==> config.mk <==
export PLATFORM = sky130hd
export DESIGN_NAME = pbfp_ram
export DESIGN_NICKNAME = d
export VERILOG_FILES = /design/src/sv/pbfp_ram.sv
export SDC_FILE = /design/constraint.sdc
export NUM_CORES = 1
export LEC_CHECK = 0
export ABC_CLOCK_PERIOD_IN_PS = 2700
export BUFFER_PORTS_ARGS = -buffer_cell sky130_fd_sc_hd__buf_2
export CAP_MARGIN = 20
export CELL_PAD_IN_SITES_DETAIL_PLACEMENT = 1
export CELL_PAD_IN_SITES_GLOBAL_PLACEMENT = 2
export CORE_MARGIN = 2
export CORE_UTILIZATION = 50
export CTS_BUF_LIST = sky130_fd_sc_hd__clkbuf_8
export DETAILED_ROUTE_END_ITERATION = 7
export PLACE_DENSITY_LB_ADDON = 0.1
export SLEW_MARGIN = 10
export SYNTH_ARGS = -nofsm -noshare
export SYNTH_HDL_FRONTEND = slang
export SYNTH_SLANG_ARGS = --single-unit
==> constraint.sdc <==
create_clock -name clk -period 2.7 [get_ports clk]
set_input_delay 0.675 -clock clk [delete_from_list [all_inputs] [get_ports clk]]
set_output_delay 0.675 -clock clk [all_outputs]
set_load 0.005 [all_outputs]
==> src/sv/pbfp_ram.sv <==
`default_nettype none
// ============================================================================
// pbfp_ram
// Simple dual-port RAM, one write port, one registered read port.
// ============================================================================
module pbfp_ram #(
    parameter int WIDTH = 8,
    parameter int DEPTH = 16
) (
    input  wire logic                     clk,
    input  wire logic                     we,
    input  wire logic [$clog2(DEPTH)-1:0] waddr,
    input  wire logic [WIDTH-1:0]         wdata,
    input  wire logic                     re,
    input  wire logic [$clog2(DEPTH)-1:0] raddr,
    output      logic [WIDTH-1:0]         rdata
);

    logic [WIDTH-1:0] mem [DEPTH];

    always_ff @(posedge clk)
    begin
        if (we)
        begin
            mem[waddr] <= wdata;
        end
        if (re)
        begin
            rdata <= mem[raddr];
        end
    end

endmodule
`default_nettype wire

==> flow_summary.json <==
{
  "synth_warnings": 0,
  "clock_power_share": 0.342,
  "path_cells": "buf_2, buf_12, mux4_1, a22oi_1, nand2_1",
  "wl_mm": 10.09,
  "first_global_vias": 2532,
  "dp_hpwl_mm": 6.639,
  "grt.overflow.total": 0,
  "grt_pass1_wl_mm": 15.30,
  "dp.cells": 402,
  "setup-violations-final": 0,
  "clk_pin_slew_ns": 0.07,
  "drive_above_1_share": 0.2852,
  "clockBufferDepth": 2,
  "slew_viol_final": 0,
  "drt_pass1_iterations": 4,
  "start_kind": "primary input",
  "yosysUniqueCellTypes": 18,
  "min_path_type": "primary input to flip-flop",
  "ir_drop_v": 0.0003777,
  "period_minus_slack_ns": 1.878,
  "slew_headroom": 0.5132,
  "worst_ep_arrival_time_ns": 2.05,
  "crit_slowest_cell": "mux4_1",
  "cts-root-buf": "clkbuf_8",
  "rsz0062_at_grt": "no",
  "avgSynthCellArea_um2": 22.83,
  "antenna-diode-count": 0,
  "synth.net_count": 248,
  "pwr_density_cell_nw_per_um2": 667.1,
  "fillCellCount": 893,
  "dieArea_um2": 11290,
  "avgViaCountPerCell": 5.659,
  "stdcell_count": 434,
  "grt_max_degree": 33,
  "num-nets-final": 304,
  "synth_seq_cells": 136,
  "ant_nets": 0,
  "cts_hold_buffers": 0,
  "avgRoutedWirePerCell_um": 23.25,
  "p_int_mw": 3.150,
  "die_h_um": 106.3,
  "cts-resized-gates": 0,
  "fin_crit_sh": 0.6957,
  "io_buffers": 26,
  "sequentialPowerShare": 0.604,
  "path_max_fanout": 32,
  "syn_area_um2": 5228,
  "initial_core_util": 0.5109,
  "htreeDepth": 4,
  "tightest_slew_ns": 0.7275,
  "numCtsBuffers": 17,
  "tns_ns": 0,
  "seq_area_frac_synth": 0.7812,
  "synth_top_area_share": 0.7812,
  "required_ns": 2.87,
  "switching_share": 0.2036,
  "postSynthCellCount": 229,
  "antenna_found_initial": 0,
  "path_class": "primary input to flip-flop",
  "cap_violations": 0,
  "hold_viol": 0,
  "io-pin-count": 27,
  "pwr-share-comb": 0.054,
  "post-cts-setup-buffer-count": 0,
  "max_freq_ghz": 0.5324,
  "fp.coreArea_um2": 10230,
  "grt_use_total": 0.1949,
  "switchingPower_mw": 0.8054,
  "finalClockSkew_ns": 0.006642,
  "p_total_mw": 3.956,
  "cpPeakStageDelay_ns": 0.59,
  "clock-sinks": 136,
  "die_w_um": 106.3,
  "drc": 0,
  "p_leak_nw": 2.020,
  "clock_latency_ns": 0.42,
  "synth_top_area_cell": "edfxtp_1",
  "synth_top_cells_by_area": "edfxtp_1 78%, mux4_2 7.8%, mux4_1 7.0%",
  "area_growth_pct": 13.43,
  "drt-initial-drc-count": 145,
  "cts_tree": "done",
  "outcome": "completed",
  "num_rows": 37,
  "place.gp.congestion": 0.7026,
  "hold_ws_ns": 0.6264,
  "end_kind": "flip-flop",
  "vias": 2456
}
synthesized netlist by cell type:
cell and instances:
nand2b_1 2, mux4_2 18, buf_6 3, nor3_1 4
or3b_2 1, nand3_1 1, edfxtp_1 136, clkdlybuf4s25_2 3
and2b_1 1, a22oi_1 16, nand3b_1 2, buf_2 3
mux4_1 14, nand2_1 9, nor2b_1 1, nor2_1 13
and2_1 1, buf_4 1
cell usage in the layout (no fill, tap or decap), types with 9 or more instances in the layout:
cell / count
mux4_2: 18
buf_2: 26
edfxtp_1: 136
a22oi_1: 16
mux4_1: 14
inv_1: 9
nand2_1: 9
clkbuf_8: 17
buf_4: 20
nor2_1: 13
stage by stage:
stage	instance area [um2]	setup WS, ns	util
after floorplan	5228	0.5321	-
after global placement	5612	0.3819	0.5485
after detailed placement	5612	0.3952	0.5485
after CTS	5929	0.8510	0.5796
after global routing	5929	0.7707	0.5796
final	5929	0.8217	0.5796
routing by layer:
metal / GRT usage / wire length [um] / part of all wire
met1: 0.2777 / 4517 / 0.45
met3: 0.04844 / 580 / 0.057
met2: 0.2995 / 4903 / 0.49
met4: 0.06485 / 87 / 0.0086
met5: 0 / 0 / 0
path summary, 6_finish.rpt:
kind                   startpoint            endpoint  slack [ns]  cells after the start
max                      raddr[0]  rdata[1]$_DFFE_PP_        0.82                      5
min                            re  rdata[7]$_DFFE_PP_        0.63                      1
max reg2reg   mem[1][1]$_DFFE_PP_  rdata[1]$_DFFE_PP_        1.18                      3
min reg2reg  mem[12][2]$_DFFE_PP_  rdata[2]$_DFFE_PP_        0.75                      3
power groups by stage:
stage	combinational, mW	clock [mW]	sequential, mW
after floorplan	0.120	0	2.43
after global placement	0.212	0	2.43
after detailed placement	0.219	0	2.44
after CTS	0.219	1.39	2.39
after global routing	0.236	1.47	2.39
final	0.215	1.35	2.39
worst max-delay path, delay by kind of cell:
kind	cells	cell delay, ns
AOI/OAI and AO/OA	1	0.31
buffers and inverters	2	0.34
muxes	1	0.59
and+or+nand+nor	1	0.09
registers in the layout, summed over array words and instances (netlist names):
name and flops:
mem 128, rdata 8
area by class of cell:
| class | instances | area, um2 | share of cell area |
|---|---|---|---|
| timing repair buffer | 47 | 300.3 | 0.05064 |
| multi-input combinational | 83 | 1057 | 0.1783 |
| clock buffer | 17 | 234.0 | 0.03946 |
| clock inverter | 15 | 83.83 | 0.01414 |
| tap | 136 | 170.2 | 0.02870 |
| sequential | 136 | 4084 | 0.6888 |
logic make-up (layout without fill, tap and decap cells):
logic type | after synthesis | after routing | share of synthesized area
flip-flops | 136 | 136 | 0.7812
AND/OR/NAND/NOR | 35 | 35 | 0.03136
multiplexers | 32 | 32 | 0.1479
AO/OA/AOI/OAI | 16 | 16 | 0.02298
buffers and inverters | 10 | 79 | 0.01651
Note: power is estimated with default switching activity, not from simulation.
