--- config.mk ---
export PLATFORM = sky130hd
export DESIGN_NAME = pbfp_arb
export DESIGN_NICKNAME = d
export VERILOG_FILES = /design/src/sv/pbfp_pkg.sv /design/src/sv/pbfp_arb.sv
export SDC_FILE = /design/constraint.sdc
export NUM_CORES = 1
export LEC_CHECK = 0
export BUFFER_PORTS_ARGS = -buffer_cell sky130_fd_sc_hd__buf_2
export CORE_MARGIN = 4
export CORE_UTILIZATION = 51
export DETAILED_ROUTE_END_ITERATION = 10
export PLACE_DENSITY = 0.85
export SYNTH_ARGS = -nofsm -noshare
export SYNTH_HDL_FRONTEND = slang
export SYNTH_SLANG_ARGS = --single-unit
--- constraint.sdc ---
create_clock -name vclk -period 2.7
set_input_delay 0.27 -clock vclk [all_inputs]
set_output_delay 0.27 -clock vclk [all_outputs]
set_load 0.02 [all_outputs]
--- src/sv/pbfp_pkg.sv ---
`default_nettype none
// ============================================================================
// pbfp_pkg
// Shared constants, command codes, beat types and helpers for the
// fixed-priority packet bus.
// ============================================================================
package pbfp_pkg;

    localparam int NUM_PORTS  = 16;
    localparam int BUS_BYTES  = 8;
    localparam int MAX_BEATS  = 8;
    localparam int PORT_W     = $clog2(NUM_PORTS);
    localparam int DATA_DEPTH = NUM_PORTS * MAX_BEATS;
    localparam int DADDR_W    = $clog2(DATA_DEPTH);
    localparam int MAX_LEN    = MAX_BEATS * BUS_BYTES;

    localparam logic [2:0] CMD_LOAD   = 3'd0;
    localparam logic [2:0] CMD_SEND   = 3'd1;
    localparam logic [2:0] CMD_TICK   = 3'd2;
    localparam logic [2:0] CMD_RECV   = 3'd3;
    localparam logic [2:0] CMD_STATUS = 3'd4;

    typedef struct packed {
        logic [2:0]  cmd;
        logic [3:0]  port;
        logic [3:0]  dest;
        logic [7:0]  msg_type;
        logic [63:0] line_addr;
        logic [31:0] msg_arg;
        logic [6:0]  byte_len;
        logic [2:0]  beat_index;
        logic [63:0] data_word;
    } in_t;

    typedef struct packed {
        logic        ok;
        logic [3:0]  src_port;
        logic [3:0]  out_dest;
        logic [3:0]  packet_index;
        logic        last;
        logic [7:0]  out_type;
        logic [63:0] out_line;
        logic [31:0] out_arg;
        logic [6:0]  out_len;
        logic [63:0] out_data;
        logic [3:0]  beat_bytes;
        logic        recv_free;
    } out_t;

    typedef struct packed {
        logic [7:0]  msg_type;
        logic [63:0] line_addr;
        logic [31:0] msg_arg;
        logic [6:0]  byte_len;
    } hdr_t;

    typedef struct packed {
        logic              found;
        logic [PORT_W-1:0] idx;
    } arb_t;

    function automatic logic [3:0] beats_of(logic [6:0] len);
        int n;
        n = (int'(len) + BUS_BYTES - 1) / BUS_BYTES;
        if (n > MAX_BEATS)
        begin
            n = MAX_BEATS;
        end
        return 4'(n);
    endfunction

    function automatic logic [3:0] bytes_of(logic [6:0] len, logic [3:0] b);
        int start;
        int rem;
        start = int'(b) * BUS_BYTES;
        if (int'(len) <= start)
        begin
            return 4'd0;
        end
        rem = int'(len) - start;
        if (rem > BUS_BYTES)
        begin
            rem = BUS_BYTES;
        end
        return 4'(rem);
    endfunction

    function automatic logic [63:0] byte_mask(logic [3:0] n);
        logic [63:0] m;
        for (int i = 0; i < 8; i++)
        begin
            m[i*8 +: 8] = (i < int'(n)) ? 8'hFF : 8'h00;
        end
        return m;
    endfunction

    function automatic logic [DADDR_W-1:0] data_addr(logic [PORT_W-1:0] p,
                                                     logic [3:0] b);
        return DADDR_W'(int'(p) * MAX_BEATS + int'(b));
    endfunction

endpackage
`default_nettype wire

--- src/sv/pbfp_arb.sv ---
`default_nettype none
// ============================================================================
// pbfp_arb
// Fixed-priority pick: lowest pending port whose destination slot is free.
// ============================================================================
module pbfp_arb (
    input  wire logic [pbfp_pkg::NUM_PORTS-1:0] pend,
    input  wire logic [pbfp_pkg::NUM_PORTS-1:0] full,
    input  wire logic [pbfp_pkg::PORT_W-1:0]    dst [pbfp_pkg::NUM_PORTS],
    output      pbfp_pkg::arb_t                 pick
);

    logic [pbfp_pkg::NUM_PORTS-1:0] elig;

    always_comb
    begin
        for (int i = 0; i < pbfp_pkg::NUM_PORTS; i++)
        begin
            elig[i] = pend[i] && !full[dst[i]];
        end
    end

    always_comb
    begin
        pick = '0;
        for (int i = pbfp_pkg::NUM_PORTS - 1; i >= 0; i--)
        begin
            if (elig[i])
            begin
                pick.found = 1'b1;
                pick.idx   = pbfp_pkg::PORT_W'(i);
            end
        end
    end

endmodule
`default_nettype wire

==> results of run 1 <==
area by class of cell:
class                           count  area share
Tap cell                           52      0.0228
Timing Repair Buffer              101       0.177
Multi-Input combinational cell    161       0.790
Inverter                            8      0.0105
through the flow:
| step | total power, mW | area (um^2) | setup WS, ns |
|---|---|---|---|
| 4_1_cts | 0.562 | 2850 | 0.141 |
| 3_3_place_gp | 0.538 | 2850 | 0.189 |
| 3_5_place_dp | 0.561 | 2850 | 0.141 |
| 2_1_floorplan | 0.357 | 2340 | 0.398 |
| 5_1_grt | 0.605 | 2850 | 0.0298 |
| 6_report | 0.568 | 2850 | 0.138 |
logic make-up (layout without fill, tap and decap cells):
family	Yosys count	in the layout	share of synthesized area
mux	99	99	0.794
buf+inv	24	109	0.0384
simple gates	35	35	0.0828
compound gates	27	27	0.0849
metal layers:
layer  track usage  wire, um  share of wire
met5             0         0              0
met4        0.0602       109          0.014
met3        0.0303      1020           0.13
met2         0.476      3960           0.51
met1         0.375      2750           0.35
power breakdown:
| group | switching (mW) | internal, mW |
|---|---|---|
| registers | 0 | 0 |
| logic | 0.268 | 0.299 |
| clock network | 0 | 0 |
placed cells by master (no fill, tap or decap), drive strengths merged:
master	Yosys	routed
mux2	11	11
and2	4	4
a211oi	2	2
o22a	1	1
nand4	1	1
o21bai	1	1
a2bb2oi	1	1
nand3	2	2
a221oi	1	1
or3	1	1
and4b	1	1
nor2b	4	4
o211ai	3	3
nand2b	7	7
a21oi	1	1
nand2	7	7
a22oi	3	3
mux4	66	66
o21ai	5	5
o221ai	3	3
a31oi	1	1
buf	0	101
inv	8	8
nor3	3	3
o22ai	3	3
mux2i	22	22
a22o	1	1
nor2	5	5
o2111ai	1	1
worst max-delay path by stage:
stage,startpoint,endpoint,slack (ns)
after floorplan,dst[24],pick[0],0.40
after global placement,full[11],pick[3],0.19
after detailed placement,full[5],pick[3],0.14
after CTS,full[5],pick[3],0.14
after global routing,full[3],pick[1],0.03
final,full[5],pick[3],0.14
cells in the mapped netlist, drive strengths merged (3+ instances only):
cell / instances
nand2: 7
a22oi: 3
nor2b: 4
and2: 4
clkbuf: 16
o221ai: 3
o22ai: 3
o21ai: 5
mux4: 66
o211ai: 3
inv: 8
mux2i: 22
nor2: 5
mux2: 11
nand2b: 7
nor3: 3
worst max-delay path, stage by stage:
cell	delay, ns
buf_2	0.22
mux4_1	0.55
mux4_2	0.50
o22a_1	0.24
nand3_2	0.08
nor2_2	0.05
and4b_1	0.23
buf_2	0.16
==> metrics, run 1 <==
outcome=finished clean; Max FO, Critical Path=16; Post-Syn Area=approximately 2300 um^2; Hold Vio Cnt, Final=0; Slew Viols, Final=0; setup bufs post-CTS=0; Core Region=4410 um^2; fill cell count=332; ANT nets after route=0; crit start category=input port; gr ovfl total=0; FF/Latch Area=0 um^2; IR drop worst, VDD=0.0942 mV; WHS Path Cells=5; Hold Crit Class=input port to output pin; post-synthesis instance total=185; hold buffer count at cts=0; slew margin rel.=0.643; RSZ-0062 raised after global routing=no; die area=5740 um^2; Setup TNS Final=0 ns; first-pass GRT wire length=11,900 um; Final setup violation count=0; Die X=around 76 um; number of gates resized after CTS=0; Synth Area per Inst=12.7 um^2; number of global-route vias before repair=approximately 2,400; Slew @ Worst Pin=between 0.5 and 0.6 ns; WL/cell=24.4 um; Hold EP=pick[0]; HPWL after DPL=just under 6000 um; Layout Area Growth over Synthesis=21.8%; Starting Density=0.531; Synth area leader=mux4_2; clock buffers=0; # rows=24; power per cell area=199 nW/um^2; Final Critical Period=2.56 ns; FMAX=around 400 MHz; max_cap viols=0; Post-route DRC=0; CP arrival=2.29 ns; crit path capture type=output pin; WL final=7840 um; Syn Nets=around 280; number of sequential cells=0; final core utilization=0.647; Vias/cell=~7.5; hold path startpoint=pend[6]; Ant. Diodes=0; drt pass-1 iters=5; initial antenna violation count=0; DRT iter0 DRCs=313; placed cells=322; fin nets=368; Synth cell types=32; period utilisation layout=0.949; WP data required=2.43 ns; pin count of the biggest net entering global routing=17; sequential cell area fraction in the yosys report=0; vias=2,416; warning count from the yosys run=0; IO Port Bufs=101; Multi-input gate area=2250 um^2; layout cells sized above 1=0.641; I/O Pins=just over 100; Setup CP Type=input port to output pin; GPL Wtd Cong=0.901; Die H=75.8 um; Leak Pwr=1.19 nW; final cell count without fillers=322; Hold WS=0.992 ns; Synth area leaders=mux4_2 56%, mux2i_1 9.4%, mux4_1 9.0%; Synth top area share=0.557; GRT Util Overall=0.275
Power figures use the tool's default switching activity.
==> inputs of run 2 (changes only) <==
--- a/config.mk
+++ b/config.mk
@@ -5,6 +5,7 @@
 export SDC_FILE = /design/constraint.sdc
 export NUM_CORES = 1
 export LEC_CHECK = 0
+export ABC_CLOCK_PERIOD_IN_PS = 2700
 export BUFFER_PORTS_ARGS = -buffer_cell sky130_fd_sc_hd__buf_2
 export CORE_MARGIN = 4
 export CORE_UTILIZATION = 51
==> constraint.sdc (replaced) <==
create_clock -name vclk -period 2.7
set_input_delay 0.135 -clock vclk [all_inputs]
set_output_delay 0.135 -clock vclk [all_outputs]
set_load 0.02 [all_outputs]
==> metrics, run 2 (synthesized netlist as in run 1, its figures left out) <==
outcome=finished clean; most common cell after layout, fill and taps aside=buf_2; initial antenna violation count=0; Layout Area Growth over Synthesis=21.8%; Slew Viols, Final=0; gr ovfl total=0; Vias/cell=approximately 7.4; IO Port Bufs=101; Hold EP=pick[0]; max_cap viols=0; I/O Pins=between 100 and 150; WHS Path Cells=5; crit path capture type=output pin; Ant. Diodes=0; # rows=24; crit start category=input port; Final Critical Period=between 2 and 2.5 ns; Setup CP Type=input port to output pin; WL final=7800 um; Post-route DRC=0; Starting Density=0.531; Slew @ Worst Pin=0.529 ns; WP data required=2.57 ns; Final setup violation count=0; number of global-route vias before repair=2,315; HPWL after DPL=5870 um; most frequent cells in the layout=101 x buf_2, 58 x mux4_2, 22 x mux2i_1, 11 x mux2_2; Leak Pwr=between 1 and 1.5 nW; DP Worst Slack=0.414 ns; slew margin rel.=0.647; hold path startpoint=pend[6]; layout cells sized above 1=0.641; Max FO, Critical Path=16; drt pass-1 iters=5; fin nets=368; DRT iter0 DRCs=about 340; Core Region=4410 um^2; RSZ-0062 raised after global routing=no; Hold Vio Cnt, Final=0; CP arrival=2.16 ns; FMAX=436 MHz; clock buffers=0; WL/cell=about 24 um; pin count of the biggest net entering global routing=17; Final WS setup=0.405 ns; Hold Crit Class=input port to output pin; Die H=75.8 um; first-pass GRT wire length=11,900 um; Setup TNS Final=0 ns; IR drop worst, VDD=between 0.08 and 0.09 mV; hold buffer count at cts=0; period utilisation layout=0.850; number of gates resized after CTS=0; setup bufs post-CTS=0; GPL Wtd Cong=0.902; number of sequential cells=0; ANT nets after route=0; Die X=75.8 um; GRT Util Overall=0.274; die area=5740 um^2; power per cell area=approximately 200 nW/um^2; vias=about 2,400; crit path from=full[3]; FF/Latch Area=0 um^2
-- run 2: cell counts in the layout (fill, tap and decap cells not counted) --
No cell type changed its count.
-- run 2: stage by stage --
stage	std cells	cell area (um^2)	hold slack, ns	utilization	power, mW
after floorplan	185	2340	0.552	-	0.357
after global placement	322	2850	0.718	0.647	0.539
after detailed placement	322	2850	0.730	0.647	0.560
after CTS	322	2850	0.730	0.647	0.562
after global routing	322	2850	0.746	0.647	0.606
final	322	2850	0.733	0.647	0.567
-- run 2: cell type report --
class | instances | area (um^2)
Timing Repair Buffer | 101 | 505
Tap cell | 52 | 65.1
Multi-Input combinational cell | 161 | 2250
Fill cell | 333 | 1560
Inverter | 8 | 30.0
-- run 2: power by group --
part / switching, mW / internal (mW) / leakage (nW)
clock network: 0 / 0 / 0
logic: 0.267 / 0.299 / 1.19
registers: 0 / 0 / 0
total: 0.267 / 0.299 / 1.19
-- run 2: worst max-delay path by stage --
| stage | to | slack [ns] |
|---|---|---|
| 2_1_floorplan | pick[0] | 0.67 |
| 3_3_place_gp | pick[3] | 0.46 |
| 3_5_place_dp | pick[3] | 0.41 |
| 4_1_cts | pick[3] | 0.41 |
| 5_1_grt | pick[1] | 0.25 |
| 6_report | pick[1] | 0.41 |
-- run 2: critical path, stage by stage --
cell and delay [ns]:
buf_2 0.21, mux4_2 0.49, o22ai_1 0.17, o221ai_1 0.27
a221oi_1 0.40, o211ai_1 0.16, a21oi_1 0.14, buf_2 0.18
-- run 2: layer usage --
layer	wire length, um	vias up	part of all wire	track usage
met2	3890	196	0.50	0.474
li1	-	1009	-	-
met4	158	0	0.020	0.0350
met3	958	26	0.12	0.0251
met5	0	-	0	0
met1	2790	1162	0.36	0.388
